==> src/rtl/stream_find_and_replace_top_macros.svh <==
// assertion macros shared by the find-and-replace rtl
`ifndef STREAM_FIND_AND_REPLACE_TOP_MACROS_SVH
`define STREAM_FIND_AND_REPLACE_TOP_MACROS_SVH

// property checked on every clock edge outside reset
`define SFR_ASSERT(name, prop, msg) \
  name: assert property (@(posedge clk) disable iff (!rst_n) (prop)) else $error(msg);

// condition that must never be seen outside reset
`define SFR_ASSERT_NEVER(name, cond, msg) \
  name: assert property (@(posedge clk) disable iff (!rst_n) !(cond)) else $error(msg);

`endif

==> src/rtl/sfr_pkg.sv <==
// shared types and constants of the stream find-and-replace block
package sfr_pkg;

  localparam int TEXT_BYTES            = 8;
  localparam int TEXT_W                = 8 * TEXT_BYTES;
  localparam int CNT_W                 = 4;
  localparam int CFG_IDX_W             = 8;
  localparam int DEF_MAX_PATTERN_BYTES = 8;
  localparam int DEF_QUEUE_DEPTH       = 4;

  // configuration register indexes
  localparam logic [CFG_IDX_W-1:0] CFG_MATCH_PATTERN      = CFG_IDX_W'(0);
  localparam logic [CFG_IDX_W-1:0] CFG_MATCH_LENGTH       = CFG_IDX_W'(1);
  localparam logic [CFG_IDX_W-1:0] CFG_REPLACEMENT_TEXT   = CFG_IDX_W'(2);
  localparam logic [CFG_IDX_W-1:0] CFG_REPLACEMENT_LENGTH = CFG_IDX_W'(3);

  typedef struct packed {
    logic [7:0] in_byte;
    logic       is_last;
  } in_item_t;

  typedef struct packed {
    logic [7:0] out_byte;
    logic       byte_valid;
    logic       run_last;
    logic       text_end;
  } out_item_t;

  typedef struct packed {
    logic [TEXT_W-1:0] match_pattern;
    logic [CNT_W-1:0]  match_length;
    logic [TEXT_W-1:0] replacement_text;
    logic [CNT_W-1:0]  replacement_length;
  } sfr_cfg_t;

  // one decided run of output bytes, byte 0 in the low bits
  typedef struct packed {
    logic [TEXT_W-1:0] text_bytes;
    logic [CNT_W-1:0]  count;
    logic              marker;
    logic              last;
  } cmd_t;

endpackage

==> src/rtl/stream_find_and_replace_top.sv <==
// top level of the stream find-and-replace block
// Streaming find-and-replace: text enters one byte per beat on the in_ channel and
// every non-overlapping occurrence of the configured pattern (1 to 8 bytes, scanned
// left to right, greedy) leaves as the replacement text (0 to 8 bytes); other bytes
// pass unchanged. The input side takes one byte every cycle while in_ready is high,
// and the output side moves one byte every cycle while out_ready is high. An input
// byte yields one beat if plain, the replacement length for a match, and
// up to the pattern length on the last byte of a text, which flushes the window or
// yields one empty end marker. A queue of QUEUE_DEPTH decided runs sits between the
// front end and the output stage; in_ready drops only when that queue is full, so
// the output beat rate of the back end sets the sustained throughput. With the queue
// empty and the output stage idle, the first beat caused by an accepted byte is
// registered in the queue and then in the output stage before it is offered. Writes
// to the cfg_ port are always accepted; writing match_length drops undecided bytes.
module stream_find_and_replace_top
  import sfr_pkg::*;
#(
  parameter int MAX_PATTERN_BYTES = DEF_MAX_PATTERN_BYTES,
  parameter int QUEUE_DEPTH       = DEF_QUEUE_DEPTH
) (
  input  logic                 clk,
  input  logic                 rst_n,
  // text input beats
  input  logic                 in_valid,
  output logic                 in_ready,
  input  in_item_t             in_data,
  // text output beats
  output logic                 out_valid,
  input  logic                 out_ready,
  output out_item_t            out_data,
  // register writes
  input  logic                 cfg_valid,
  output logic                 cfg_ready,
  input  logic [CFG_IDX_W-1:0] cfg_index,
  input  logic [TEXT_W-1:0]    cfg_data
);

  // configuration registers
  logic [TEXT_W-1:0] match_pattern_r;
  logic [CNT_W-1:0]  match_length_r;
  logic [TEXT_W-1:0] replacement_text_r;
  logic [CNT_W-1:0]  replacement_length_r;
  logic              cfg_write;
  logic              window_clear;
  sfr_cfg_t          cfg;

  // front to queue and queue to back
  logic front_valid;
  logic front_ready;
  cmd_t front_cmd;
  logic back_valid;
  logic back_ready;
  cmd_t back_cmd;

  // register writes are always taken
  assign cfg_ready    = 1'b1;
  assign cfg_write    = cfg_valid && cfg_ready;
  // a new pattern length invalidates the window contents
  assign window_clear = cfg_write && (cfg_index == CFG_MATCH_LENGTH);

  always_ff @(posedge clk) begin
    if (!rst_n) begin
      match_pattern_r      <= '0;
      match_length_r       <= CNT_W'(1);
      replacement_text_r   <= '0;
      replacement_length_r <= '0;
    end else if (cfg_write) begin
      unique case (cfg_index)
        CFG_MATCH_PATTERN:      match_pattern_r      <= cfg_data;
        CFG_MATCH_LENGTH:       match_length_r       <= cfg_data[CNT_W-1:0];
        CFG_REPLACEMENT_TEXT:   replacement_text_r   <= cfg_data;
        CFG_REPLACEMENT_LENGTH: replacement_length_r <= cfg_data[CNT_W-1:0];
        default: begin
          // unknown index, write ignored
        end
      endcase
    end
  end

  assign cfg.match_pattern      = match_pattern_r;
  assign cfg.match_length       = match_length_r;
  assign cfg.replacement_text   = replacement_text_r;
  assign cfg.replacement_length = replacement_length_r;

  // window and compare; decides at most one run per input byte
  sfr_front #(
    .MAX_PATTERN_BYTES(MAX_PATTERN_BYTES)
  ) u_front (
    .clk      (clk),
    .rst_n    (rst_n),
    .cfg      (cfg),
    .clear    (window_clear),
    .in_valid (in_valid),
    .in_ready (in_ready),
    .in_data  (in_data),
    .cmd_valid(front_valid),
    .cmd      (front_cmd),
    .cmd_ready(front_ready)
  );

  // decouples input acceptance from output expansion
  sfr_queue #(
    .DEPTH(QUEUE_DEPTH)
  ) u_queue (
    .clk      (clk),
    .rst_n    (rst_n),
    .in_valid (front_valid),
    .in_ready (front_ready),
    .in_data  (front_cmd),
    .out_valid(back_valid),
    .out_ready(back_ready),
    .out_data (back_cmd)
  );

  // plays each run out byte by byte
  sfr_back u_back (
    .clk      (clk),
    .rst_n    (rst_n),
    .cmd_valid(back_valid),
    .cmd_ready(back_ready),
    .cmd      (back_cmd),
    .out_valid(out_valid),
    .out_ready(out_ready),
    .out_data (out_data)
  );

endmodule

==> src/rtl/sfr_front.sv <==
// front end: window, pattern compare and run classification
`include "stream_find_and_replace_top_macros.svh"

module sfr_front
  import sfr_pkg::*;
#(
  parameter int MAX_PATTERN_BYTES = DEF_MAX_PATTERN_BYTES
) (
  input  logic     clk,
  input  logic     rst_n,
  input  sfr_cfg_t cfg,
  input  logic     clear,
  input  logic     in_valid,
  output logic     in_ready,
  input  in_item_t in_data,
  output logic     cmd_valid,
  output cmd_t     cmd,
  input  logic     cmd_ready
);

  localparam int IW = (MAX_PATTERN_BYTES > 1) ? $clog2(MAX_PATTERN_BYTES) : 1;
  localparam int FW = $clog2(MAX_PATTERN_BYTES + 1);

  logic [IW-1:0]                fill_r;
  logic [IW-1:0]                fill_nxt;
  logic [7:0]                   window_r [MAX_PATTERN_BYTES];
  logic [7:0]                   win_push [MAX_PATTERN_BYTES];
  logic [TEXT_W-1:0]            win_flat;
  logic [MAX_PATTERN_BYTES-1:0] lane_ok;
  logic [FW-1:0]                plen;
  logic [FW-1:0]                fill_push;
  logic [CNT_W-1:0]             rlen;
  logic [CNT_W-1:0]             count;
  logic                         full;
  logic                         hit;
  logic                         accept;

  always_comb begin
    if (cfg.match_length == '0) begin
      plen = FW'(1);
    end else if (cfg.match_length > CNT_W'(MAX_PATTERN_BYTES)) begin
      plen = FW'(MAX_PATTERN_BYTES);
    end else begin
      plen = FW'(cfg.match_length);
    end

    if (cfg.replacement_length > CNT_W'(TEXT_BYTES)) begin
      rlen = CNT_W'(TEXT_BYTES);
    end else begin
      rlen = cfg.replacement_length;
    end

    fill_push = FW'(fill_r) + FW'(1);
    win_flat  = '0;
    for (int i = 0; i < MAX_PATTERN_BYTES; i++) begin
      win_push[i]       = (IW'(i) == fill_r) ? in_data.in_byte : window_r[i];
      win_flat[8*i +: 8] = win_push[i];
      lane_ok[i]        = (FW'(i) >= plen) || (win_push[i] == cfg.match_pattern[8*i +: 8]);
    end

    full = (fill_push == plen);
    hit  = full && (&lane_ok);

    // last byte without a hit flushes the whole window, oldest byte first
    priority if (hit) begin
      count = rlen;
    end else if (in_data.is_last) begin
      count = CNT_W'(fill_push);
    end else if (full) begin
      count = CNT_W'(1);
    end else begin
      count = '0;
    end
  end

  assign cmd.text_bytes = hit ? cfg.replacement_text : win_flat;
  assign cmd.count      = count;
  assign cmd.marker     = in_data.is_last && (count == '0);
  assign cmd.last       = in_data.is_last;

  assign cmd_valid = in_valid && ((count != '0) || in_data.is_last);
  assign in_ready  = cmd_ready;
  assign accept    = in_valid && in_ready;

  always_comb begin
    fill_nxt = fill_r;
    if (clear) begin
      fill_nxt = '0;
    end else if (accept) begin
      if (in_data.is_last || hit) begin
        fill_nxt = '0;
      end else if (!full) begin
        fill_nxt = fill_r + IW'(1);
      end
    end
  end

  always_ff @(posedge clk) begin
    if (!rst_n) begin
      fill_r <= '0;
    end else begin
      fill_r <= fill_nxt;
    end
  end

  // on a miss with a full window the oldest byte leaves and the rest move down
  always_ff @(posedge clk) begin
    if (accept) begin
      if (full && !hit) begin
        for (int i = 0; i < MAX_PATTERN_BYTES - 1; i++) begin
          window_r[i] <= win_push[i+1];
        end
      end else begin
        for (int i = 0; i < MAX_PATTERN_BYTES; i++) begin
          window_r[i] <= win_push[i];
        end
      end
    end
  end

  `SFR_ASSERT(a_fill_below_plen, FW'(fill_r) < plen, "window holds a full pattern")

endmodule

==> src/rtl/sfr_queue.sv <==
// small run queue between front and back end
`include "stream_find_and_replace_top_macros.svh"

module sfr_queue
  import sfr_pkg::*;
#(
  parameter int DEPTH = DEF_QUEUE_DEPTH
) (
  input  logic clk,
  input  logic rst_n,
  input  logic in_valid,
  output logic in_ready,
  input  cmd_t in_data,
  output logic out_valid,
  input  logic out_ready,
  output cmd_t out_data
);

  localparam int QW = $clog2(DEPTH);
  localparam int CW = $clog2(DEPTH + 1);

  cmd_t          mem [DEPTH];
  logic [QW-1:0] wr_ptr_r;
  logic [QW-1:0] wr_ptr_nxt;
  logic [QW-1:0] rd_ptr_r;
  logic [QW-1:0] rd_ptr_nxt;
  logic [CW-1:0] count_r;
  logic [CW-1:0] count_nxt;
  logic          push;
  logic          pop;

  assign in_ready  = (count_r != CW'(DEPTH));
  assign out_valid = (count_r != '0);
  assign out_data  = mem[rd_ptr_r];
  assign push      = in_valid && in_ready;
  assign pop       = out_valid && out_ready;

  always_comb begin
    wr_ptr_nxt = wr_ptr_r;
    rd_ptr_nxt = rd_ptr_r;
    count_nxt  = count_r;
    if (push) begin
      wr_ptr_nxt = (wr_ptr_r == QW'(DEPTH - 1)) ? '0 : wr_ptr_r + QW'(1);
    end
    if (pop) begin
      rd_ptr_nxt = (rd_ptr_r == QW'(DEPTH - 1)) ? '0 : rd_ptr_r + QW'(1);
    end
    if (push && !pop) begin
      count_nxt = count_r + CW'(1);
    end else if (pop && !push) begin
      count_nxt = count_r - CW'(1);
    end
  end

  always_ff @(posedge clk) begin
    if (!rst_n) begin
      wr_ptr_r <= '0;
      rd_ptr_r <= '0;
      count_r  <= '0;
    end else begin
      wr_ptr_r <= wr_ptr_nxt;
      rd_ptr_r <= rd_ptr_nxt;
      count_r  <= count_nxt;
    end
  end

  always_ff @(posedge clk) begin
    if (push) begin
      mem[wr_ptr_r] <= in_data;
    end
  end

  `SFR_ASSERT_NEVER(a_count_overflow, count_r > CW'(DEPTH), "queue count beyond depth")

endmodule

==> src/rtl/sfr_back.sv <==
// back end: expands runs into output beats, one byte per beat
`include "stream_find_and_replace_top_macros.svh"

module sfr_back
  import sfr_pkg::*;
(
  input  logic      clk,
  input  logic      rst_n,
  input  logic      cmd_valid,
  output logic      cmd_ready,
  input  cmd_t      cmd,
  output logic      out_valid,
  input  logic      out_ready,
  output out_item_t out_data
);

  logic              cur_valid_r;
  logic              cur_valid_nxt;
  logic [TEXT_W-1:0] bytes_r;
  logic [TEXT_W-1:0] bytes_nxt;
  logic [CNT_W-1:0]  remain_r;
  logic [CNT_W-1:0]  remain_nxt;
  logic              marker_r;
  logic              marker_nxt;
  logic              last_r;
  logic              last_nxt;
  logic              last_beat;
  logic              take;

  assign last_beat = (remain_r == CNT_W'(1));
  assign take      = cur_valid_r && out_ready;
  assign cmd_ready = !cur_valid_r || (take && last_beat);

  always_comb begin
    cur_valid_nxt = cur_valid_r;
    bytes_nxt     = bytes_r;
    remain_nxt    = remain_r;
    marker_nxt    = marker_r;
    last_nxt      = last_r;
    if (cmd_valid && cmd_ready) begin
      cur_valid_nxt = 1'b1;
      bytes_nxt     = cmd.text_bytes;
      remain_nxt    = cmd.marker ? CNT_W'(1) : cmd.count;
      marker_nxt    = cmd.marker;
      last_nxt      = cmd.last;
    end else if (take) begin
      if (last_beat) begin
        cur_valid_nxt = 1'b0;
      end else begin
        bytes_nxt  = bytes_r >> 8;
        remain_nxt = remain_r - CNT_W'(1);
      end
    end
  end

  always_ff @(posedge clk) begin
    if (!rst_n) begin
      cur_valid_r <= 1'b0;
    end else begin
      cur_valid_r <= cur_valid_nxt;
    end
  end

  always_ff @(posedge clk) begin
    bytes_r  <= bytes_nxt;
    remain_r <= remain_nxt;
    marker_r <= marker_nxt;
    last_r   <= last_nxt;
  end

  assign out_valid           = cur_valid_r;
  assign out_data.out_byte   = marker_r ? 8'h00 : bytes_r[7:0];
  assign out_data.byte_valid = !marker_r;
  assign out_data.run_last   = last_beat;
  assign out_data.text_end   = last_r && last_beat;

  `SFR_ASSERT(a_run_no_gap, out_valid && out_ready && !out_data.run_last |=> out_valid, "run broken")
  `SFR_ASSERT(a_marker_ends_text, out_valid && !out_data.byte_valid |-> out_data.run_last && out_data.text_end, "end marker not closing text")

endmodule
==> config.mk <==
export PLATFORM = sky130hd
export DESIGN_NAME = stream_find_and_replace_top
export DESIGN_NICKNAME = d
export VERILOG_FILES = /design/src/rtl/sfr_pkg.sv /design/src/rtl/stream_find_and_replace_top.sv /design/src/rtl/sfr_front.sv /design/src/rtl/sfr_queue.sv /design/src/rtl/sfr_back.sv
export VERILOG_INCLUDE_DIRS = /design/src /design/src/rtl
export SDC_FILE = /design/constraint.sdc
export NUM_CORES = 1
export LEC_CHECK = 0
export BUFFER_PORTS_ARGS = -buffer_cell sky130_fd_sc_hd__buf_2
export CAP_MARGIN = 20
export CORE_MARGIN = 2
export CORE_UTILIZATION = 62
export CTS_CLUSTER_DIAMETER = 200
export DETAILED_ROUTE_END_ITERATION = 10
export PLACE_DENSITY = 0.8
export SLEW_MARGIN = 30
export SYNTH_ARGS = -nofsm -noshare
export SYNTH_HDL_FRONTEND = slang
export SYNTH_SLANG_ARGS = --single-unit
==> constraint.sdc <==
create_clock -name clk -period 6.8 [get_ports clk]
set_input_delay 1.36 -clock clk [delete_from_list [all_inputs] [get_ports clk]]
set_output_delay 1.36 -clock clk [all_outputs]
set_load 0.02 [all_outputs]
# [Word-level counts from Yosys, hierarchy flattened]
# Memory sizes are Yosys's and may differ from the RTL's. A register that Yosys moved wholly into a read port is not among the register bits.
# Index checks and enable logic that the tools add are counted.
# W data, S select, Z words.
[word_totals] n_memories=2 wordCells=161 register_bits=217 mem_bits_rw=344 out_inout_bits=14
[mem_list] memory="u_queue.mem" depth=4 width=70 read_ports=1 rd_clocked_by_memory_dff=1 write_ports=1 line="sfr_queue.sv:22" text="cmd_t mem [DEPTH];"
[mem_list] memory="u_front.window_r" depth=8 width=8 read_ports=8 rd_clocked_by_memory_dff=0 write_ports=8 line="sfr_front.sv:26" text="logic [7:0] window_r [MAX_PATTERN_BYTES];"
[classes] add_sub_neg=7 n_bitwise=8 reduce_logical=47 n_lt_le_gt_ge=10 muxes=49 n_eq_ne=25
[op_table] op="$mux W64" count=4
[op_table] op="$mux W8" count=16
[op_table] op="$eq A8 B8 Y1" count=8
[op_table] op="$mux W4" count=9
[op_table] op="$eq A8 B2 Y1 const B" count=2
[op_table] op="$ge A3 B4 Y1 const A" count=4
[op_table] op="$reduce_and A2 Y1" count=7
[op_table] op="$logic_and A1 B1 Y1" count=13
[op_table] op="$eq A3 B3 Y1 const A" count=4
[op_table] op="$mux W1" count=12
[op_table] op="$mux W3" count=4
[op_table] op="$logic_or A1 B1 Y1" count=11
[op_table] op="$eq A8 B1 Y1 const B" count=1
[op_table] op="$ge A1 B4 Y1 const A" count=2
[op_table] op="$ge A2 B4 Y1 const A" count=2
[op_table] op="$gt A4 B4 Y1 const B" count=2
[op_table] op="$logic_not A4 Y1" count=2
[op_table] op="$logic_not A8 Y1" count=1
[op_table] op="$mux W2" count=4
[op_table] op="$reduce_and A8 Y1" count=1
[op_table] op="$or A1 B1 Y1" count=7
[op_table] op="$add A3 B1 Y3 const B" count=2
[op_table] op="$eq A2 B3 Y1 const A" count=2
[op_table] op="$reduce_bool A2 Y1" count=3
[op_table] op="other kinds (16)" count=23

# [Longest topological paths before layout]
# Gate-level depths: netlist of the first run.
[logic_depth] ltp_word=16 mapped_depth=20 mapped_depth_nobuf=16

# [By module]
# Synthesis of the first run repeated with hierarchy kept, for this count alone.
[hier_totals] hier_cells=1817 area_unflattened_um2=25165.4
[by_module_without_submodules] mod="sfr_queue" cells_per_inst=417 area_each_um2=10563.9 seq_area_each_um2=8588.2 n_inst=1
[by_module_without_submodules] mod="sfr_front" cells_per_inst=703 area_each_um2=6193.4 seq_area_each_um2=1981.9 n_inst=1
[by_module_without_submodules] mod="stream_find_and_replace_top" cells_per_inst=519 area_each_um2=5212.5 seq_area_each_um2=2722.6 n_inst=1
[by_module_without_submodules] mod="sfr_back" cells_per_inst=178 area_each_um2=3195.6 seq_area_each_um2=2122.0 n_inst=1

# [Worst setup path after synthesis of the first run]
# Ideal clock, no wire load.
[synth_timing] path_type="input to register" from="input port in_data[2] (netlist name)" to="memory u_queue.mem[0][0] (netlist name), enable pin" path_slack_ns=1.641 setup_time_ns=0.572 arrival_ns=4.587 stages=10 path_buffers=1 path_cell_list="buf_2 -> inv_2 -> a221oi_1 -> and3_1 -> a41oi_1 -> or4_1 -> a2111o_1 -> nor4_1 -> nor2_1 -> and2_1"
[synth_between] elab_chain_cells=12 word_cells_on_any_way=33 classes_between="eq/ne: 8; mux: 11; reduce/logical: 14"
[synth_rtl] item="from (decl)" line="stream_find_and_replace_top.sv:26" text="input in_item_t in_data,"
[synth_rtl] item="$mux W8" line="sfr_front.sv:56" text="win_push[i] = (IW'(i) == fill_r) ? in_data.in_byte : window_r[i];"
[synth_rtl] item="$eq A8 B8 Y1" line="sfr_front.sv:58" text="lane_ok[i] = (FW'(i) >= plen) || (win_push[i] == cfg.match_pattern[8*i +: 8]);"
[synth_rtl] item="$logic_or A1 B1 Y1" line="sfr_front.sv:58"
[synth_rtl] item="$reduce_and A8 Y1 (*)" line="sfr_front.sv:62" text="hit = full && (&lane_ok);"
[synth_rtl] item="$logic_and A1 B1 Y1 (*)" line="sfr_front.sv:62"
[synth_rtl] item="$mux W4 (*)" line="sfr_front.sv:65" text="priority if (hit) begin"
[synth_rtl] item="$reduce_bool A4 Y1 (*)" line="sfr_front.sv:81" text="assign cmd_valid = in_valid && ((count != '0) || in_data.is_last);"
[synth_rtl] item="$logic_or A1 B1 Y1 (*)" line="sfr_front.sv:81"
[synth_rtl] item="$logic_and A1 B1 Y1 (*)" line="sfr_front.sv:81"
[synth_rtl] item="$logic_and A1 B1 Y1 (*)" line="sfr_queue.sv:35" text="assign push = in_valid && in_ready;"
[synth_rtl] item="net u_queue.push" line="sfr_queue.sv:29" text="logic push;"
[synth_rtl] item="$mux W1 (*)" line="sfr_queue.sv:68" text="if (push) begin"
[synth_rtl] item="$mux W1 (implied by the code) (*)" line="sfr_queue.sv:69" text="mem[wr_ptr_r] <= in_data;"
[synth_rtl] item="to (decl)" line="sfr_queue.sv:22"
# Mark *: on every way through the listed nets, which the timed path passes. The rest lies on a longest branch.

# [Final worst setup path of the first run]
[layout_timing] from="register u_front.fill_r[2]" to="register u_queue.count_r[2]"
[layout_between] elab_chain_cells=14 word_cells_on_any_way=48 classes_between="add/sub: 1; eq/ne: 16; mux: 12; reduce/logical: 19"
[layout_rtl] item="from (decl)" line="sfr_front.sv:24" text="logic [IW-1:0] fill_r;"
[layout_rtl] item="from (signal assigned)" line="sfr_front.sv:102" text="fill_r <= fill_nxt;"
[layout_rtl] item="$eq A1 B3 Y1, or another cell as far along" line="sfr_front.sv:56"
[layout_rtl] item="$mux W8" line="sfr_front.sv:56"
[layout_rtl] item="$eq A8 B8 Y1" line="sfr_front.sv:58"
[layout_rtl] item="$logic_or A1 B1 Y1" line="sfr_front.sv:58"
[layout_rtl] item="$reduce_and A8 Y1" line="sfr_front.sv:62"
[layout_rtl] item="$logic_and A1 B1 Y1" line="sfr_front.sv:62"
[layout_rtl] item="$mux W4 (*)" line="sfr_front.sv:65"
[layout_rtl] item="$reduce_bool A4 Y1 (*)" line="sfr_front.sv:81"
[layout_rtl] item="$logic_or A1 B1 Y1 (*)" line="sfr_front.sv:81"
[layout_rtl] item="$logic_and A1 B1 Y1 (*)" line="sfr_front.sv:81"
[layout_rtl] item="$logic_and A1 B1 Y1 (*)" line="sfr_queue.sv:35"
[layout_rtl] item="net u_queue.push" line="sfr_queue.sv:29"
[layout_rtl] item="$logic_not A1 Y1" line="sfr_queue.sv:50" text="end else if (pop && !push) begin"
[layout_rtl] item="$logic_and A1 B1 Y1" line="sfr_queue.sv:50"
[layout_rtl] item="$reduce_bool A2 Y1 (no source line)"
[layout_rtl] item="to (signal assigned)" line="sfr_queue.sv:63" text="count_r <= count_nxt;"
[layout_rtl] item="to (decl)" line="sfr_queue.sv:27" text="logic [CW-1:0] count_r;"
# Marked as above.
# A chain may end at the register's enable or synchronous reset.

==> results of run 1 <==
==> flip-flops by register name, summed over array words and instances (netlist names), 4 cells and up, named ones only <==
name,cells
u_front.window_r,64
u_back.bytes_r,64
match_pattern_r,64
replacement_text_r,64
u_queue.mem,280
match_length_r,4
replacement_length_r,4
u_back.remain_r,4
==> placed cells by master (no fill, tap or decap), types with 11 or more instances in the layout <==
| master | n |
|---|---|
| edfxtp_1 | 414 |
| nor3_1 | 14 |
| clkbuf_16 | 56 |
| buf_2 | 98 |
| o22ai_1 | 59 |
| mux2i_1 | 21 |
| inv_1 | 44 |
| mux2_2 | 14 |
| buf_4 | 18 |
| nand2_1 | 533 |
| dfxtp_1 | 147 |
| nor2_1 | 126 |
| o211ai_1 | 35 |
| mux4_2 | 70 |
| ha_1 | 14 |
| xnor2_1 | 32 |
| and2_1 | 41 |
| clkbuf_1 | 18 |
| nor2b_1 | 21 |
| clkinv_2 | 11 |
| or2_2 | 13 |
| xor2_1 | 18 |
| a21oi_1 | 198 |
| o21ai_0 | 25 |
==> critical path: stages, from the launching register on <==
cell and delay (ns):
dfxtp_1 0.88, inv_1 0.18, ha_1 0.48, and2_1 0.28, nor2_1 0.39, xnor2_1 0.13, nor4_1 0.30, a21oi_1 0.20
a2111o_1 0.53, nor4_2 0.69, nor2_1 0.27, ha_1 0.32, inv_1 0.09, fa_1 0.18, xor2_1 0.09, or3_1 0.35
a21oi_1 0.16
==> per-stage QoR <==
step / area (um^2) / worst slack [ns] / cells / util (%)
2_1_floorplan: 24700 / 1.64 / 2143 / -
3_3_place_gp: 25500 / 1.20 / 2651 / 64.5
3_5_place_dp: 25600 / 0.957 / 2655 / 64.7
4_1_cts: 27300 / 1.00 / 2757 / 69.1
5_1_grt: 27400 / 0.974 / 2758 / 69.2
6_report: 27400 / 1.19 / 2759 / 69.2
==> metal layers <==
layer / vias up / wire length [um] / GRT usage, %
li1: 7765 / - / -
met1: 8687 / 25600 / 46.0
met2: 1148 / 31600 / 51.7
met3: 165 / 7000 / 5.00
met4: 0 / 2570 / 12.5
met5: - / 0 / 0
==> report_power, final <==
group	switching, W	internal (W)	total (W)
sequential	0.000178	0.00429	0.00447
clock	0.00129	0.00166	0.00295
combinational	0.00122	0.000657	0.00187
==> cell families after synthesis <==
logic type      Yosys count
other cells               1
compound gates          396
flops                   563
fa+ha+maj                15
xor+xnor                 50
buf+inv                 187
simple gates            821
mux                     110
==> how the worst max path moves through the flow <==
stage / from / endpoint / depth (start not counted)
floorplan: in_data[2] / u_queue.mem[0][0] / 10
global placement: in_data[2] / u_queue.mem[1][37] / 11
detailed placement: in_data[2] / u_queue.count_r[2] / 15
CTS: u_front.fill_r[2] / u_queue.count_r[2] / 16
global route: u_front.fill_r[2] / u_queue.count_r[2] / 16
finish: u_front.fill_r[2] / u_queue.count_r[2] / 16
==> cell type report <==
cell class / count / area share (%)
Antenna cell: 1 / 0.00914
Clock buffer: 80 / 5.67
Clock inverter: 22 / 0.713
Inverter: 50 / 0.699
Multi-Input combinational cell: 1393 / 31.3
Sequential cell: 563 / 56.3
Tap cell: 525 / 2.40
Timing Repair Buffer: 125 / 2.84
==> run summary, run 1 <==
Final setup violation count = 0
RSZ-0062 raised after global routing = false
Compound-gate portion of the synthesized area = 9.64%
Syn-to-layout area delta = 10.9%
Seq/Total Area, Yosys = 62.5%
First-pass GRT wire length = 101000 um
CTS tree = yes
Max Freq = 178 MHz
Detailed Place HPWL = 43600 um
Fin Clk Skew = 0.0241 ns
Post-route antenna net violation count = 0
CTS Buf Count = 54
Tot Pwr = 0.00929 W
Global Route Usage Sum = 32.6%
Row count = 73
Hold_buf cts = 0
Post-CTS setup buffer count = 0
Final setup TNS = 0 ns
Synthesized area per cell = 11.5 um^2
Crit Path Category = reg2reg
Hold Vio Cnt, Final = 0
Largest cells by area after synthesis = edfxtp_1 (50%), dfxtp_1 (12%), nand2_1 (8.1%)
Final net count = 2288
Pwr Density = 340 nW/um^2
IO Port Bufs = 98
FF-to-FF setup slack = 1.19 ns
Register area = 15400 um^2
Worst reg2reg path startpoint = u_front.fill_r[2]
Vias = 17765
Clk_lat worst skew = 0.62 ns
Ys flop type = edfxtp_1
Mux cell area share after synthesis = 8.11%
Routability-driven placement congestion ratio = 0.983
Multi-input gate area = 8570 um^2
Die outline height = 203 um
EDFF count, synth = 414
Yosys top cell by area = edfxtp_1
H-tree depth = 2
Layout cells sized above 1 = 14.8%
Worst EP arrival = 6.13 ns
Leakage = 9.12 nW
Syn nets = 2244
Asr flop ratio synth = 0%
Die area = 41400 um^2
Post-synth top area share = 50.4%
Top Ports = 100
Largest net degree at the start of global routing = 83
Worst reg2reg endpoint = u_queue.count_r[2]
Synth Area in Simple Gates = 14.2%
Peak supply drop = 0.208 mV
Tmin final = 5.61 ns
WP data required = 7.32 ns
Crit Path Max Fanout = 21
Initial Util = 62.4%
Synth cell types = 69
Clock Root Buffer = clkbuf_16
Max Buffers Root-to-Sink = 3
Residual DRC = 0
Initial drt markers = 2418
DIE WIDTH = 203 um
Hold path start = replacement_text_r[3]
Vias in the first global route = 17039
Max-cap violation count = 0
Fin crit share = 82.5%
XOR/XNOR share of the synthesized area = 1.77%
Pins Over Slew Limit = 0
Synth warnings = 0
Final wirelength = 66800 um
Core ar. = 39500 um^2
Cells on worst reg2reg path = 16
CP Capture Type = flop
Clock edge transition at the registers on the reported setup and hold paths = 0.06 ns
Crit start category = flop
Cell count of the worst hold path = 2
Vias/cell = 6.44
Hold endpoint = replacement_text_r[3]
CTS resizes = 0
Combinational family with the most area after synthesis = simple AND/OR/NAND/NOR gates
Commonest cells post-synth = nand2_1 (534), edfxtp_1 (414), a21oi_1 (198)
Most frequent cell after synthesis = nand2_1
Adder-cell share of the synthesized area = 0.791%
Wire per inst = 24.2 um
Initial antenna violation count = 1
Fin Hold WS = 0.450 ns
Gr ovfl total = 0
Mapped Area = 24700 um^2
Post-synthesis instance total = 2143
Worst Tran Pin Value = 1.04 ns
Fillers = 2776
FF+latch count, synth = 563
Initial DRT Pass Iterations = 6
Run status = finished clean
Min-delay worst type = reg2reg
# clock sinks = 563
Slew HR = 29.7%
(Power assumes the default switching activity.)
==> inputs of run 2 (changes only) <==
- ABC_AREA: not set -> 1
- CORE_UTILIZATION: 62 -> 56
- PLACE_DENSITY: 0.8 -> 0.76
- clock period: 6.8 -> 4.8 ns (I/O delays scaled with it)
==> run summary, run 2 <==
Clock Root Buffer = clkbuf_16
Max Buffers Root-to-Sink = 3
Cells after DPL = 3189
DR WL met2 = 29900 um
Mapped Area = 24500 um^2
Top Ports = 100
Part of the power in registers = 44.8%
Syn nets = 2711
IO Port Bufs = 98
Row count = 76
Max Freq = 237 MHz
Tmin final = 4.23 ns
Max-cap violation count = 0
Final net count = 2763
Initial DRT Pass Iterations = 6
Slew HR = 37.5%
EDFF count, synth = 414
Vias in the first global route = 17589
Final wirelength = 64300 um
Clk pwr share = 28.0%
Hold Vio Cnt, Final = 0
Worst reg2reg path startpoint = u_front.fill_r[0]
Gr ovfl total = 0
Largest net degree at the start of global routing = 130
Cells on worst reg2reg path = 26
RSZ-0062 raised after global routing = false
Die outline height = 213 um
CTS tree = yes
Worst stage delay on the critical path = 0.42 ns
Final setup violation count = 0
Initial drt markers = 1850
Worst reg2reg endpoint = u_queue.count_r[1]
Fillers = 3564
Vias/cell = 5.69
Most frequent cell after synthesis = nor2_1
First-pass GRT wire length = 98700 um
CTS Buf Count = 56
Synth warnings = 0
Vias = 18732
# clock sinks = 563
CP endpoint = u_queue.count_r[1]
Fin Clk Skew = 0.0143 ns
Peak supply drop = 0.410 mV
Non-filler cells in the finished layout = 3294
Synthesized area per cell = 9.40 um^2
Crit Path Category = reg2reg
Die area = 45500 um^2
Sw Ratio = 33.6%
WP data required = 5.30 ns
Pins Over Slew Limit = 0
Commonest non-fill, non-tap cells in the layout = nor2_1 (642), nand2_1 (418), edfxtp_1 (414)
Combinational share of power = 27.2%
Crit Path Max Fanout = 11
Syn-to-layout area delta = 11.7%
Fin crit share = 88.1%
Ys flop type = edfxtp_1
Pwr Density = 563 nW/um^2
Seq/Total Area, Yosys = 62.8%
Register area = 15400 um^2
Layout cells sized above 1 = 9.94%
FF-to-FF setup slack = 0.57 ns
Worst Tran Pin Value = 0.937 ns
Post-synthesis instance total = 2610
Min-delay worst type = reg2reg
DIE WIDTH = 213 um
Commonest cells post-synth = nor2_1 (647), nand2_1 (421), edfxtp_1 (414)
Leakage = 10.6 nW
Residual DRC = 0
Hold_buf cts = 0
Yosys top cell by area = edfxtp_1
Clock edge transition at the registers on the reported setup and hold paths = 0.07 ns
Int Power = 0.0102 W
Metal3 WL = 5020 um
Largest Register = u_queue.mem
Clk_lat worst skew = 0.61 ns
Global Route Usage Sum = 28.7%
Crit start category = flop
Post-synth top area share = 50.7%
Max FFs per register = 280
Sw power = 0.00518 W
Detailed Place HPWL = 42400 um
Top cell by count, worst path = nand2_1
Multi-input gate area = 7980 um^2
Highest routed layer = met4
Final core utilization = 63.5%
Critical path origin = u_front.fill_r[0]
Largest cells by area after synthesis = edfxtp_1 (51%), dfxtp_1 (12%), nor2_1 (9.9%)
Synth cell types = 44
Asr flop ratio synth = 0%
Wire per inst = 19.5 um
Post-CTS setup buffer count = 0
Commonest non-fill, non-tap cell in the layout = nor2_1
Routability-driven placement congestion ratio = 1.00
CP Capture Type = flop
Hold path start = replacement_length_r[2]
WL met1 = 27400 um
Post-route antenna net violation count = 0
Core ar. = 43200 um^2
Initial Util = 56.8%
Initial antenna violation count = 1
H-tree depth = 2
FF+latch count, synth = 563
Slowest CP cell = dfxtp_2
Run status = finished clean
Worst EP arrival = 4.73 ns
run 2: cell count changes after synthesis, sizes merged, moves of 32 or more:
| cell | before | now |
|---|---|---|
| inv | 49 | 137 |
| o211ai | 35 | 1 |
| o21ai | 30 | 347 |
| a31oi | 11 | 79 |
| nand2 | 535 | 429 |
| nand3b | 6 | 38 |
| a21oi | 198 | 93 |
| nor2 | 127 | 653 |
| mux4 | 70 | 0 |
| and2 | 45 | 0 |
| o22ai | 59 | 5 |
| nand3 | 8 | 76 |
run 2: kinds of logic (layout without fill, tap and decap cells):
| kind of cell | count (synthesis) | after routing | synth area share, % |
|---|---|---|---|
| other | 1 | 4 | 0.0153 |
| xor gates and xnor gates | 3 | 3 | 0.107 |
| buffers and inverters | 289 | 385 | 4.85 |
| and+or+nand+nor | 1208 | 1208 | 20.0 |
| adders and majority gates | 15 | 15 | 0.795 |
| AOI/OAI and AO/OA | 531 | 531 | 11.4 |
| DFF | 563 | 563 | 62.8 |
run 2: timing repair:
item	in CTS	in global routing
setup endpoints to repair	0	1
hold endpoints to repair	0	0
gates resized for setup	0	1
run 2: layout make-up:
| type | count | share of cell area, % |
|---|---|---|
| inverter | 138 | 1.90 |
| sequential | 563 | 56.2 |
| multi-input combinational | 1758 | 29.1 |
| tap | 585 | 2.67 |
| antenna | 3 | 0.0274 |
| clock inverter | 15 | 0.584 |
| timing repair buffer | 145 | 3.46 |
| clock buffer | 87 | 6.02 |
run 2: how the worst min path moves through the flow:
| stage | cells after the start | end |
|---|---|---|
| 2_1_floorplan | 2 | replacement_length_r[2] |
| 3_3_place_gp | 2 | replacement_length_r[2] |
| 3_5_place_dp | 2 | replacement_length_r[1] |
| 4_1_cts | 2 | replacement_length_r[2] |
| 5_1_grt | 2 | replacement_length_r[1] |
| 6_report | 2 | replacement_length_r[2] |
run 2: power by group through the flow:
stage               logic (W)  clock network [W]  registers [W]
CTS                   0.00417            0.00438        0.00691
detailed placement    0.00416                  0        0.00700
floorplan             0.00284                  0        0.00688
finish                0.00420            0.00433        0.00690
global placement      0.00406                  0        0.00698
global route          0.00467            0.00457        0.00698
run 2: layer usage:
metal / vias up / global-route usage (%)
met1: 8881 / 40.2
met3: 131 / 5.02
li1: 8922 / -
met2: 798 / 46.0
met5: - / 0
met4: 0 / 9.24
run 2: critical path, delay by kind of cell (launching register included):
kind / cells / cell delay [ns]
buffers and inverters: 4 / 0.47
adder cells (fa/ha/maj): 3 / 0.97
AND/OR/NAND/NOR: 18 / 2.08
flip-flops: 1 / 0.42
AO/OA/AOI/OAI: 1 / 0.16
run 2: per-stage QoR:
step	hold slack, ns	total power, W	area, um^2	setup TNS [ns]	setup WS (ns)
CTS	0.464	0.0155	27400	0	0.489
detailed placement	0.450	0.0112	25600	0	0.510
global route	0.481	0.0162	27400	0	0.120
floorplan	0.430	0.00972	24500	-328.54	-1.17
finish	0.464	0.0154	27400	0	0.573
global placement	0.448	0.0110	25600	0	0.624
